**src/hw/rtl/dlh_pkg.sv**
```systemverilog
package dlh_pkg;

    localparam int unsigned CNT_W = 8;

    localparam logic [CNT_W-1:0] THRESHOLD_RST  = 8'd5;
    localparam logic [CNT_W-1:0] HOLD_TICKS_RST = 8'd50;
    localparam logic [CNT_W-1:0] CNT_MAX        = 8'hFF;
    localparam logic [CNT_W-1:0] CNT_ZERO       = 8'h00;

    // register indexes on the configuration port
    localparam logic CFG_THRESHOLD  = 1'b0;
    localparam logic CFG_HOLD_TICKS = 1'b1;

    typedef logic [1:0] t_category;

    typedef enum logic [1:0] {
        EV_NONE   = 2'd0,
        EV_DETECT = 2'd1,
        EV_EXPIRE = 2'd2
    } t_event;

    typedef struct packed {
        logic             latch_flag;
        logic [CNT_W-1:0] hit_counter;
        logic [CNT_W-1:0] hold_counter;
        t_category        latched_class;
    } t_state;

endpackage

```
**src/hw/rtl/dlh_step.sv**
```systemverilog
module dlh_step
    import dlh_pkg::*;
(
    input  t_state           i_state,
    input  t_category        i_category,
    input  logic [CNT_W-1:0] i_threshold,
    input  logic [CNT_W-1:0] i_hold_ticks,
    output t_state           o_state,
    output t_event           o_event
);

    logic [CNT_W-1:0] hit_up;
    logic [CNT_W-1:0] hit_dn;
    logic [CNT_W-1:0] hold_dn;

    assign hit_up  = (i_state.hit_counter == CNT_MAX) ? CNT_MAX
                                                     : i_state.hit_counter + 8'd1;
    assign hit_dn  = (i_state.hit_counter == CNT_ZERO) ? CNT_ZERO
                                                      : i_state.hit_counter - 8'd1;
    assign hold_dn = i_state.hold_counter - 8'd1;

    always_comb begin
        o_state = i_state;
        o_event = EV_NONE;
        if (i_state.latch_flag) begin
            if (i_state.hold_counter == CNT_ZERO) begin
                // release phase
                if (i_category != i_state.latched_class) begin
                    if (hit_up >= i_threshold) begin
                        o_state.latch_flag  = 1'b0;
                        o_state.hit_counter = CNT_ZERO;
                    end else begin
                        o_state.hit_counter = hit_up;
                    end
                end else begin
                    o_state.hit_counter = hit_dn;
                end
            end else begin
                o_state.hold_counter = hold_dn;
                if (hold_dn == CNT_ZERO) begin
                    o_event = EV_EXPIRE;
                end
            end
        end else begin
            // keyword classes are 2 and 3
            if (i_category[1]) begin
                if (hit_up >= i_threshold) begin
                    o_state.latch_flag    = 1'b1;
                    o_state.latched_class = i_category;
                    o_state.hold_counter  = i_hold_ticks;
                    o_state.hit_counter   = CNT_ZERO;
                    o_event               = EV_DETECT;
                end else begin
                    o_state.hit_counter = hit_up;
                end
            end else begin
                o_state.hit_counter = hit_dn;
            end
        end
    end

endmodule

```
**src/hw/rtl/detection_latch_with_hold_unit.sv**
```systemverilog
// the result is registered and is valid in the cycle after its input transfer
// throughput: one category per cycle, sustained while the result side keeps up
// the output register refills in the cycle it is taken, so stalls cost no bubble
// reset (synchronous, active low) clears the latch, both counters, the held class
// and the output valid; threshold returns to 5 and hold_ticks to 50
module detection_latch_with_hold_unit
    import dlh_pkg::*;
(
    input  logic       i_clk,
    input  logic       i_rst_n,
    input  logic       i_s_tvalid,
    output logic       o_s_tready,
    input  logic [7:0] i_s_tdata,   // [1:0] category
    output logic       o_m_tvalid,
    input  logic       i_m_tready,
    output logic [7:0] o_m_tdata,   // [1:0] event_res, [2] latched, [4:3] held_class
    input  logic       i_cfg_we,
    input  logic       i_cfg_idx,
    input  logic [7:0] i_cfg_data
);

    t_state           r_state;
    t_state           n_state;
    t_event           n_event;
    logic [CNT_W-1:0] r_threshold;
    logic [CNT_W-1:0] r_hold_ticks;
    logic             r_out_valid;
    t_event           r_out_event;
    logic             r_out_latched;
    t_category        r_out_class;
    logic             in_xfer;

    assign o_s_tready = !r_out_valid || i_m_tready;
    assign in_xfer    = i_s_tvalid && o_s_tready;

    dlh_step u_step (
        .i_state      (r_state),
        .i_category   (i_s_tdata[1:0]),
        .i_threshold  (r_threshold),
        .i_hold_ticks (r_hold_ticks),
        .o_state      (n_state),
        .o_event      (n_event)
    );

    always_ff @(posedge i_clk) begin
        if (!i_rst_n) begin
            r_state      <= '0;
            r_threshold  <= THRESHOLD_RST;
            r_hold_ticks <= HOLD_TICKS_RST;
            r_out_valid  <= 1'b0;
        end else begin
            if (i_cfg_we) begin
                unique case (i_cfg_idx)
                    CFG_THRESHOLD:  r_threshold  <= i_cfg_data;
                    CFG_HOLD_TICKS: r_hold_ticks <= i_cfg_data;
                    default:        r_threshold  <= r_threshold;
                endcase
            end
            if (in_xfer) begin
                r_state     <= n_state;
                r_out_valid <= 1'b1;
            end else if (i_m_tready) begin
                r_out_valid <= 1'b0;
            end
        end
    end

    always_ff @(posedge i_clk) begin
        if (in_xfer) begin
            r_out_event   <= n_event;
            r_out_latched <= n_state.latch_flag;
            r_out_class   <= n_state.latched_class;
        end
    end

    assign o_m_tvalid = r_out_valid;
    assign o_m_tdata  = {3'b000, r_out_class, r_out_latched, r_out_event};

`ifndef SYNTHESIS
    a_hold_only_latched: assert property (@(posedge i_clk) disable iff (!i_rst_n)
        (r_state.hold_counter != CNT_ZERO) |-> r_state.latch_flag)
        else $error("hold timer running while not latched");

    a_detect_latches: assert property (@(posedge i_clk) disable iff (!i_rst_n)
        (r_out_valid && r_out_event == EV_DETECT) |-> r_out_latched)
        else $error("detection reported without latch");

    a_expire_latched: assert property (@(posedge i_clk) disable iff (!i_rst_n)
        (r_out_valid && r_out_event == EV_EXPIRE) |-> r_out_latched)
        else $error("expiry reported while not latched");

    a_xfer_gives_result: assert property (@(posedge i_clk) disable iff (!i_rst_n)
        in_xfer |=> r_out_valid)
        else $error("input transfer produced no result");

    a_state_idle_hold: assert property (@(posedge i_clk) disable iff (!i_rst_n)
        !in_xfer |=> $stable(r_state))
        else $error("state changed without an input transfer");
`endif

endmodule
```
**config.mk**
```make
export PLATFORM = sky130hd
export DESIGN_NAME = detection_latch_with_hold_unit
export DESIGN_NICKNAME = d
export VERILOG_FILES = /design/src/hw/rtl/dlh_pkg.sv /design/src/hw/rtl/dlh_step.sv /design/src/hw/rtl/detection_latch_with_hold_unit.sv
export SDC_FILE = /design/constraint.sdc
export NUM_CORES = 1
export LEC_CHECK = 0
export BUFFER_PORTS_ARGS = -buffer_cell sky130_fd_sc_hd__buf_4
export CORE_ASPECT_RATIO = 0.8
export CORE_MARGIN = 2
export CORE_UTILIZATION = 58
export DETAILED_ROUTE_END_ITERATION = 6
export PLACE_DENSITY = 0.79
export SLEW_MARGIN = 20
export SYNTH_ARGS = -nofsm -noshare
export SYNTH_HDL_FRONTEND = slang
export SYNTH_SLANG_ARGS = --single-unit
```
**constraint.sdc**
```tcl
create_clock -name i_clk -period 3.17 [get_ports i_clk]
set_input_delay 0.4755 -clock i_clk [delete_from_list [all_inputs] [get_ports i_clk]]
set_output_delay 0.4755 -clock i_clk [all_outputs]
set_load 0.01 [all_outputs]
```
Yosys cells after proc, flatten, opt, wreduce, memory -nomap -nowiden
Index checks and enable logic that the tools add are counted.
{"block": "totals", "regBits": 41, "wordCells": 54}
{"block": "classes", "addsub": 3, "order_cmp": 1, "eq_ne": 4, "muxes": 22, "n_bitwise": 1, "n_reduce_logical": 13}
{"op": "$mux W8", "count": 6}
{"op": "$logic_not A8 Y1", "count": 3}
{"op": "$mux W10", "count": 2}
{"op": "$mux W17", "count": 1}
{"op": "$sub A8 B1 Y8 const B", "count": 2}
{"op": "$mux W2", "count": 5}
{"op": "$mux W9", "count": 1}
{"op": "$add A8 B1 Y8 const B", "count": 1}
{"op": "$eq A8 B8 Y1 const B", "count": 1}
{"op": "$ge A8 B8 Y1", "count": 1}
{"op": "$mux W1", "count": 7}
{"op": "$reduce_and A2 Y1", "count": 3}
{"op": "$reduce_bool A2 Y1", "count": 3}
{"op": "$reduce_and A4 Y1", "count": 1}
{"op": "$ne A2 B1 Y1 const B", "count": 1}
{"op": "$ne A2 B2 Y1", "count": 1}
{"op": "$ne A2 B2 Y1 const B", "count": 1}
{"op": "$logic_and A1 B1 Y1", "count": 1}
{"op": "$logic_not A1 Y1", "count": 1}
{"op": "$logic_or A1 B1 Y1", "count": 1}
{"op": "$not A1 Y1", "count": 1}

Logic depth before layout (Yosys ltp)
Gate-level depths: netlist of run 1.
{"block": "depth", "depth_word": 7, "ltp_mapped": 11, "depth_no_buf": 10}

By module
From an unflattened synthesis of run 1, not the netlist that was laid out.
{"block": "unflattened", "cells_unflattened": 359, "hier_area_um2": 2829.0}
{"mod": "detection_latch_with_hold_unit", "instances": 1, "cells_each": 170, "area_per_inst_um2": 1589.0}
{"mod": "dlh_step", "instances": 1, "cells_each": 189, "area_per_inst_um2": 1239.9}

Worst setup path before layout of run 1
Ideal clock, no wire load.
{"block": "synth_timing", "path_type": "register to register", "startpoint": "register r_state[10] (netlist bit)", "endpoint": "register r_state[14] (netlist bit)", "setup_ns": 0.095, "arrival_time_ns": 2.605, "required_time_ns": 3.075, "path_slack_ns": 0.470, "stages_incl_launch_ff": 12, "n_path_buf": 1, "cell_sequence": "dfxtp_1 ha_1 nand4_1 nand2_1 mux2_2 ha_1 and4_1 o21a_1 a21oi_1 clkbuf_1 nand3_1 a221oi_1"}
{"block": "synth_via", "elab_chain_cells": 7, "elab_cells_between_ends": 12}
{"element": "start: declaration", "line": "detection_latch_with_hold_unit.sv:22", "rtl": "t_state r_state;"}
{"element": "start signal: assignment", "line": "detection_latch_with_hold_unit.sv:60", "rtl": "r_state <= n_state;"}
{"element": "$add A8 B1 Y8 or $eq A8 B8 Y1 (tied branches)", "line": "dlh_step.sv:17, dlh_step.sv:16"}
{"element": "$mux W8", "line": "dlh_step.sv:16", "rtl": "assign hit_up = (i_state.hit_counter == CNT_MAX) ? CNT_MAX"}
{"element": "$ge A8 B8 Y1", "line": "dlh_step.sv:29, dlh_step.sv:47"}
{"element": "$mux W8", "line": "dlh_step.sv:29, dlh_step.sv:47"}
{"element": "$mux W8", "line": "dlh_step.sv:28", "rtl": "if (i_category != i_state.latched_class) begin"}
{"element": "$mux W9", "line": "dlh_step.sv:26", "rtl": "if (i_state.hold_counter == CNT_ZERO) begin"}
{"element": "$mux W17 (*)", "line": "dlh_step.sv:25", "rtl": "if (i_state.latch_flag) begin"}
Every way passes the cells marked *; elsewhere a longest branch is shown, timed or not. The select of a mux whose other input is x is not followed.
A chain may end at the register's enable or synchronous reset.

Final worst setup path of run 1
{"block": "layout_timing", "startpoint": "register r_state[10] (netlist bit)", "endpoint": "register r_state[15] (netlist bit)"}
The elaborated chain is that of the path after synthesis.

==> summary.md, run 1 <==
| Metric | Value |
|---|---|
| GR Util met3 | 4.30% |
| Tmin final | 2.87 ns |
| Fraction of the mapped netlist area in compound gates | 24.3% |
| Vias in the first global route | 2162 |
| CTS clk-pin slew, worst paths | 0.09 ns |
| Post-CTS Hold Buffers | 0 |
| Die height | 63.3 um |
| Setup TNS | 0 ns |
| Lkg Pwr | 1.11 nW |
| Busiest grt layer | met1 |
| Initial core utilization | 60.6% |
| GRT overflow | 0 |
| Cell Area, Placed | 2760 um^2 |
| Peak supply drop | 0.389 mV |
| Distinct cells, synth | 53 |
| Post_cts resized | 0 |
| Root buf cell | clkbuf_8 |
| DPL Wire Length | 4270 um |
| Initial DRC count | 291 |
| Commonest non-fill, non-tap cell in the layout | nand2_1 |
| GPL Wtd Cong | around 0.93 |
| GR Layer Usage met2 | a little over a third |
| Area Overhead vs Synth | 12.0% |
| Vias per cell | 6.04 |
| Status | complete, no violations |
| Synthesized cell area | around 2500 um^2 |
| CP required | 3.37 ns |
| Clock skew | 0.0104 ns |
| MaxCap Viol Count | 0 |
| Nets@finish | 380 |
| Crit Path Class | reg -> reg |
| Hold Fails Final Rpt | 0 |
| Tcrit/Tclk final | 90.6% |
| Ys flop type | dfxtp_1 |
| Post-Synth XOR/XNOR Area | 2.41% |
| Worst slew pin tran | 0.604 ns |
| Antenna Cells | 0 |
| Slew Viols, Final | 0 |
| Post-layout instance area | around 2900 um^2 |
| H-Tree Level Count | 2 |
| Pre-CTS worst setup slack | 0.374 ns |
| Yosys warnings | 0 |
| Clock Latency Late Sink | 0.30 ns |
| CP endpoint kind | register |
| Post-synthesis mux area share | under 10% |
| Row cnt | 21 |
| Largest net degree at the start of global routing | 29 |
| Setup ws final | between 0.2 and 0.3 ns |
| Adder-cell share of the synthesized area | 6.38% |
| Detailed Routing Iterations Pass 1 | 6 |
| Post-synthesis cell count | 326 |
| Setup Buffers After CTS | 0 |
| Crit path max fanout | 9 |
| Mean post-synth cell area | 7.82 um^2 |
| Antenna violations before repair | 0 |
| CTS max path bufs | 2 |
| Residual DRC | 0 |
| Synthesized flop and latch total | 41 |
| DR vias | 2433 |
| Post-synthesis simple-gate area fraction | 24.1% |
| Port bufs | 22 |
| RSZ-0062 raised after global routing | false |
| CP arrival | between 3 and 4 ns |
| First-pass GRT wire length | 10100 um |
| Max frequency | 0.348 GHz |
| Worst rel slew slack | 59.4% |
| Most frequent cells in the layout | nand2_1 (51), dfxtp_1 (36), a21oi_1 (32), buf_4 (31) |
| Met1 Use GR | 38.6% |
| Global-route usage over all layers | 25.3% |
| Clock sinks | 41 |
| Core area | 4200 um^2 |
| Cell Pwr Density | 660 nW/um^2 |
| I/O pin cnt | 32 |
| Die width | between 70 and 80 um |
| Combinational family with the most area after synthesis | compound AO/OA/AOI/OAI gates |
| Hold Crit Class | in -> reg |
| Startpoint Class | register |
| Post-DR wirelength/cell | between 10 and 15 um |
| CTS tree | yes |
| Proportion of layout cells with a drive suffix above 1 | 14.5% |
| Cts bufs inserted | 5 |
| Share of the yosys chip area belonging to registers | 34.2% |
| Die area | a little under 5000 um^2 |
| Antenna-violating nets left | 0 |
| Final number of setup-violating endpoints | 0 |
| WL final | 5840 um |
| Async SR Flop Fraction | 0% |
| R2R setup slack | approximately 0.30 ns |
| Number of enable flip-flop cells after synthesis | 5 |
## synth_stat cells (6+ instances only)
library cell   n  area (um^2)
a21oi_1       32          160
nand3_1       20          100
nor2_1        10         37.5
nand2b_1       6         37.5
a31oi_1        6         37.5
clkbuf_1      11         41.3
nand2_1       51          191
ha_1          13          163
dfxtp_1       36          721
o21ai_0       20          100
inv_1         18         67.6
nand4_1        6         37.5
## final cells by class
cell class                      count  area, um^2
Clock buffer                        5        68.8
Clock inverter                      3        25.0
Fill cell                         369        1350
Inverter                           20        75.1
Multi-Input combinational cell    246        1510
Sequential cell                    41         871
Tap cell                           57        71.3
Timing Repair Buffer               31         233
## worst max-delay path, stage by stage, from the launching register on
cell and delay, ns:
dfxtp_1 0.45, ha_1 0.21, nand4_1 0.21, o21ai_0 0.34
ha_1 0.29, o21a_1 0.18, o21a_1 0.21, a21oi_1 0.28
buf_4 0.23, nand3_1 0.11, a221oi_1 0.27
## cell families (layout without fill, tap and decap cells)
logic type,Yosys count,after routing
other,1,3
DFF,41,41
AOI/OAI and AO/OA,95,95
buffers and inverters,41,59
and+or+nand+nor,124,124
muxes,4,4
adders and majority gates,13,13
xor gates and xnor gates,7,7
## power by group
group | total [W] | internal [W] | switching, W
registers | 0.000702 | 0.000599 | 0.000103
clock network | 0.000350 | 0.000159 | 0.000191
logic | 0.000831 | 0.000361 | 0.000470
total | 0.00188 | 0.00112 | 0.000764
## sequential cells by signal, indices dropped and copies added, names as in the netlist
register and count:
r_out_event 2, o_m_tvalid 1, r_state 19, r_threshold 8
r_out_class 2, r_hold_ticks 8, r_out_latched 1
## stage by stage
step	instances	utilization [%]	total power, W	hold WS (ns)
after floorplan	328	-	0.00128	0.436
after global routing	403	67.9	0.00202	0.400
after CTS	403	67.9	0.00187	0.394
final	403	67.9	0.00188	0.399
after detailed placement	395	65.7	0.00152	0.450
after global placement	395	65.7	0.00150	0.446
## worst paths after layout
| path | start | endpoint | cells after the start |
|---|---|---|---|
| max | r_state[10]$_SDFFE_PN0P_ | r_state[15]$_SDFFE_PN0P_ | 10 |
| min reg2reg | r_threshold[3]$_SDFFE_PN0P_ | r_threshold[3]$_SDFFE_PN0P_ | 2 |
| min | i_cfg_data[1] | r_hold_ticks[1]$_SDFFE_PN1P_ | 3 |
| max reg2reg | r_state[10]$_SDFFE_PN0P_ | r_state[15]$_SDFFE_PN0P_ | 10 |
## metal layers
metal / routed length, um / part of all wire (%) / up-vias
met5: 0 / 0 / -
met1: 2860 / 49 / 1108
li1: - / - / 1208
met4: 70 / 1.2 / 0
met3: 468 / 8.0 / 8
met2: 2440 / 42 / 109
Note: power is estimated with default switching activity, not from simulation.
==> run 2: changes to the inputs <==
--- a/config.mk
+++ b/config.mk
@@ -7,7 +7,7 @@
 export LEC_CHECK = 0
 export BUFFER_PORTS_ARGS = -buffer_cell sky130_fd_sc_hd__buf_4
 export CORE_ASPECT_RATIO = 0.8
-export CORE_MARGIN = 2
+export CORE_MARGIN = 4
 export CORE_UTILIZATION = 58
 export DETAILED_ROUTE_END_ITERATION = 6
 export PLACE_DENSITY = 0.79
==> run 2 against run 1 <==
  * Sequential power fell by 2%
  * Critical path type unchanged
  * Sequential share of layout area shrank 0.23 points
  * Die area increased by 12%
  * Via count increased by 1.4%
  * Largest cell class unchanged
  * Clock-buffer cell count rose by 3
  * Clock skew is 0.0060 ns lower
  * Maximum frequency up 0.90%
  * Combinational power increased by 4.0%
  * Sequential cell count unchanged
  * Cell count is the same
  * Utilization rose by 0.51 points
  * Highest routed layer unchanged
==> summary.md, run 2 (synthesis gave the netlist of run 1 again) <==
| Metric | Value |
|---|---|
| Vias per cell | 6.12 (+1.4%) |
| Slowest cell delay on critical path | 0.36 ns (-0.09 ns) |
| Die area | 5530 um^2 (+12%) |
| Clock sinks | 41 (unchanged) |
| Total power | 0.00196 W (+4.3%) |
| Cells after DPL | 395 (unchanged) |
| Max frequency | 0.351 GHz (+0.90%) |
| WL final | 6320 um (+8.2%) |
| Critical-path top delay cell | dfxtp_1 |
| Setup TNS | 0 ns (unchanged) |
| Met3 WL | 465 um (-0.64%) |
| Hold Worst Slack | 0.402 ns (+0.00350 ns) |
| Status | complete, no violations |
| Worst slew pin tran | 0.698 ns (+0.0943 ns) |
| Antenna-violating nets left | 0 (unchanged) |
| Layout Cells excl Fill | 403 (unchanged) |
| Nets@finish | 380 (unchanged) |
| DPL Wire Length | 4610 um (+8.1%) |
| CTS clk-pin slew, worst paths | 0.08 ns (about the same) |
| Global-route usage over all layers | 25.0% (-0.34 points) |
| Clock Latency Late Sink | 0.29 ns (about the same) |
| Residual DRC | 0 (unchanged) |
| Most frequent cells in the layout | nand2_1 (51), dfxtp_1 (36), a21oi_1 (31), buf_4 (31), nand3_1 (20) |
| Commonest non-fill, non-tap cell in the layout | nand2_1 |
| Hold Fails Final Rpt | 0 (unchanged) |
| Largest regs | r_state (19), r_hold_ticks (8), r_threshold (8) |
| Peak supply drop | 0.409 mV (+5.2%) |
| Post-layout instance area | 2880 um^2 (+0.75%) |
| Initial core utilization | 60.6% (unchanged) |
| CP arrival | 2.88 ns (-0.20 ns) |
| Lkg Pwr | 1.13 nW (+0.96%) |
| Cell Pwr Density | 683 nW/um^2 (+3.5%) |
| Crit path max fanout | 6 (-3) |
| Slew Viols, Final | 0 (unchanged) |
| Vias in the first global route | 2196 (+1.6%) |
| MaxCap Viol Count | 0 (unchanged) |
| CTS tree | yes |
| Detailed Routing Iterations Pass 1 | 5 (-1) |
| Largest net degree at the start of global routing | 29 (unchanged) |
| Worst Setup SP | r_state[11]$_SDFFE_PN0P_ |
| I/O pin cnt | 32 (unchanged) |
| CP delay by family, top | compound AO/OA/AOI/OAI gates |
| Core area | 4200 um^2 (unchanged) |
| Die width | 82.1 um (+5.1%) |
| CP endpoint kind | register |
| GPL Wtd Cong | 0.962 (+3.8%) |
| Initial DRC count | 315 (+8.2%) |
| Most flops, register | r_state |
| Met1 wire length | 2950 um (+3.2%) |
| First-pass GRT wire length | 10500 um (+3.9%) |
| Port bufs | 22 (unchanged) |
| Post-DR wirelength/cell | 15.7 um (+8.2%) |
| Row cnt | 21 (unchanged) |
| Root buf cell | clkbuf_8 |
| Cts bufs inserted | 5 (unchanged) |
| Final number of setup-violating endpoints | 0 (unchanged) |
| Die height | 67.3 um (+6.3%) |
| Min-delay src | i_cfg_data[1] |
| GRT overflow | 0 (unchanged) |
| DR top layer | met4 |
| Tmin final | 2.85 ns (-0.0255 ns) |
| Tcrit/Tclk final | 89.8% (-0.80 points) |
| Antenna Cells | 0 (unchanged) |
| Clock skew | 0.00441 ns (-0.00603 ns) |
| Startpoint Class | register |
| Bufs and invs on worst path | 1 (unchanged) |
| Setup Buffers After CTS | 0 (unchanged) |
| Reg2Reg Launch Point | r_state[11]$_SDFFE_PN0P_ |
| Area Overhead vs Synth | 12.8% |
| Crit path cell chain | ha_1 -> nand4_1 -> nand2_1 -> mux2_2 -> ha_1 -> and4_1 -> o21a_1 -> a21oi_2 -> buf_4 -> o21ai_0 -> o21ai_0 |
| Proportion of layout cells with a drive suffix above 1 | 14.5% (unchanged) |
| CP required | 3.20 ns (-0.17 ns) |
| Cell Area, Placed | 2760 um^2 (unchanged) |
| DR vias | 2467 (+1.4%) |
| CTS max path bufs | 2 (unchanged) |
| Hold Crit Class | in -> reg |
| Crit Path Class | reg -> reg |
| Antenna violations before repair | 0 (unchanged) |
| H-Tree Level Count | 2 (unchanged) |
| Worst rel slew slack | 53.0% (-6.3 points) |
| Max reg flops | 19 (unchanged) |
| DR WL met2 | 2850 um (+17%) |
| RSZ-0062 raised after global routing | false |
[run 2: what timing repair did]
| action | 4_1_cts | 5_1_grt |
|---|---|---|
| hold buffers | 0 | 0 |
| resized for setup | 0 | 4 |
| setup endpoints to repair | 0 | 6 |
[run 2: stage by stage]
step,utilization (%),setup slack (ns)
CTS,68.3,0.209
finish,68.4,0.324
detailed placement,65.7,0.289
global placement,65.7,0.365
global route,68.4,0.0903
floorplan,-,0.470
[run 2: power by group]
| part | switching, W | internal [W] |
|---|---|---|
| sequential | 0.0000918 | 0.000599 |
| combinational | 0.000496 | 0.000368 |
| clock | 0.000184 | 0.000225 |
[run 2: per-layer routing]
layer | vias up | global-route usage, %
li1 | 1205 | -
met1 | 1160 | 35.1
met2 | 96 | 40.2
met3 | 6 | 4.13
met4 | 0 | 5.39
met5 | - | 0
[run 2: final timing paths]
check	to	cells past startpoint	slack, ns
min	r_hold_ticks[1]$_SDFFE_PN1P_	3	0.40
max reg2reg	r_out_latched$_DFFE_PP_	11	0.32
max	r_out_latched$_DFFE_PP_	11	0.32
min reg2reg	r_threshold[5]$_SDFFE_PN0P_	2	0.46
[run 2: cell type report]
type,count,area (um^2)
clock buffers,8,111
fillers,379,1330
inverters,20,75.1
multi-input cells,246,1510
flip-flops and latches,41,871
well taps,57,71.3
repair buffers,31,233
[run 2: worst register-to-register path: cells and delay by family (launching register included)]
| kind | cells | cell delay, ns |
|---|---|---|
| AND/OR/NAND/NOR | 3 | 0.54 |
| flip-flops | 1 | 0.36 |
| AO/OA/AOI/OAI | 4 | 0.65 |
| buffers and inverters | 1 | 0.17 |
| adder cells (fa/ha/maj) | 2 | 0.58 |
| multiplexers | 1 | 0.28 |
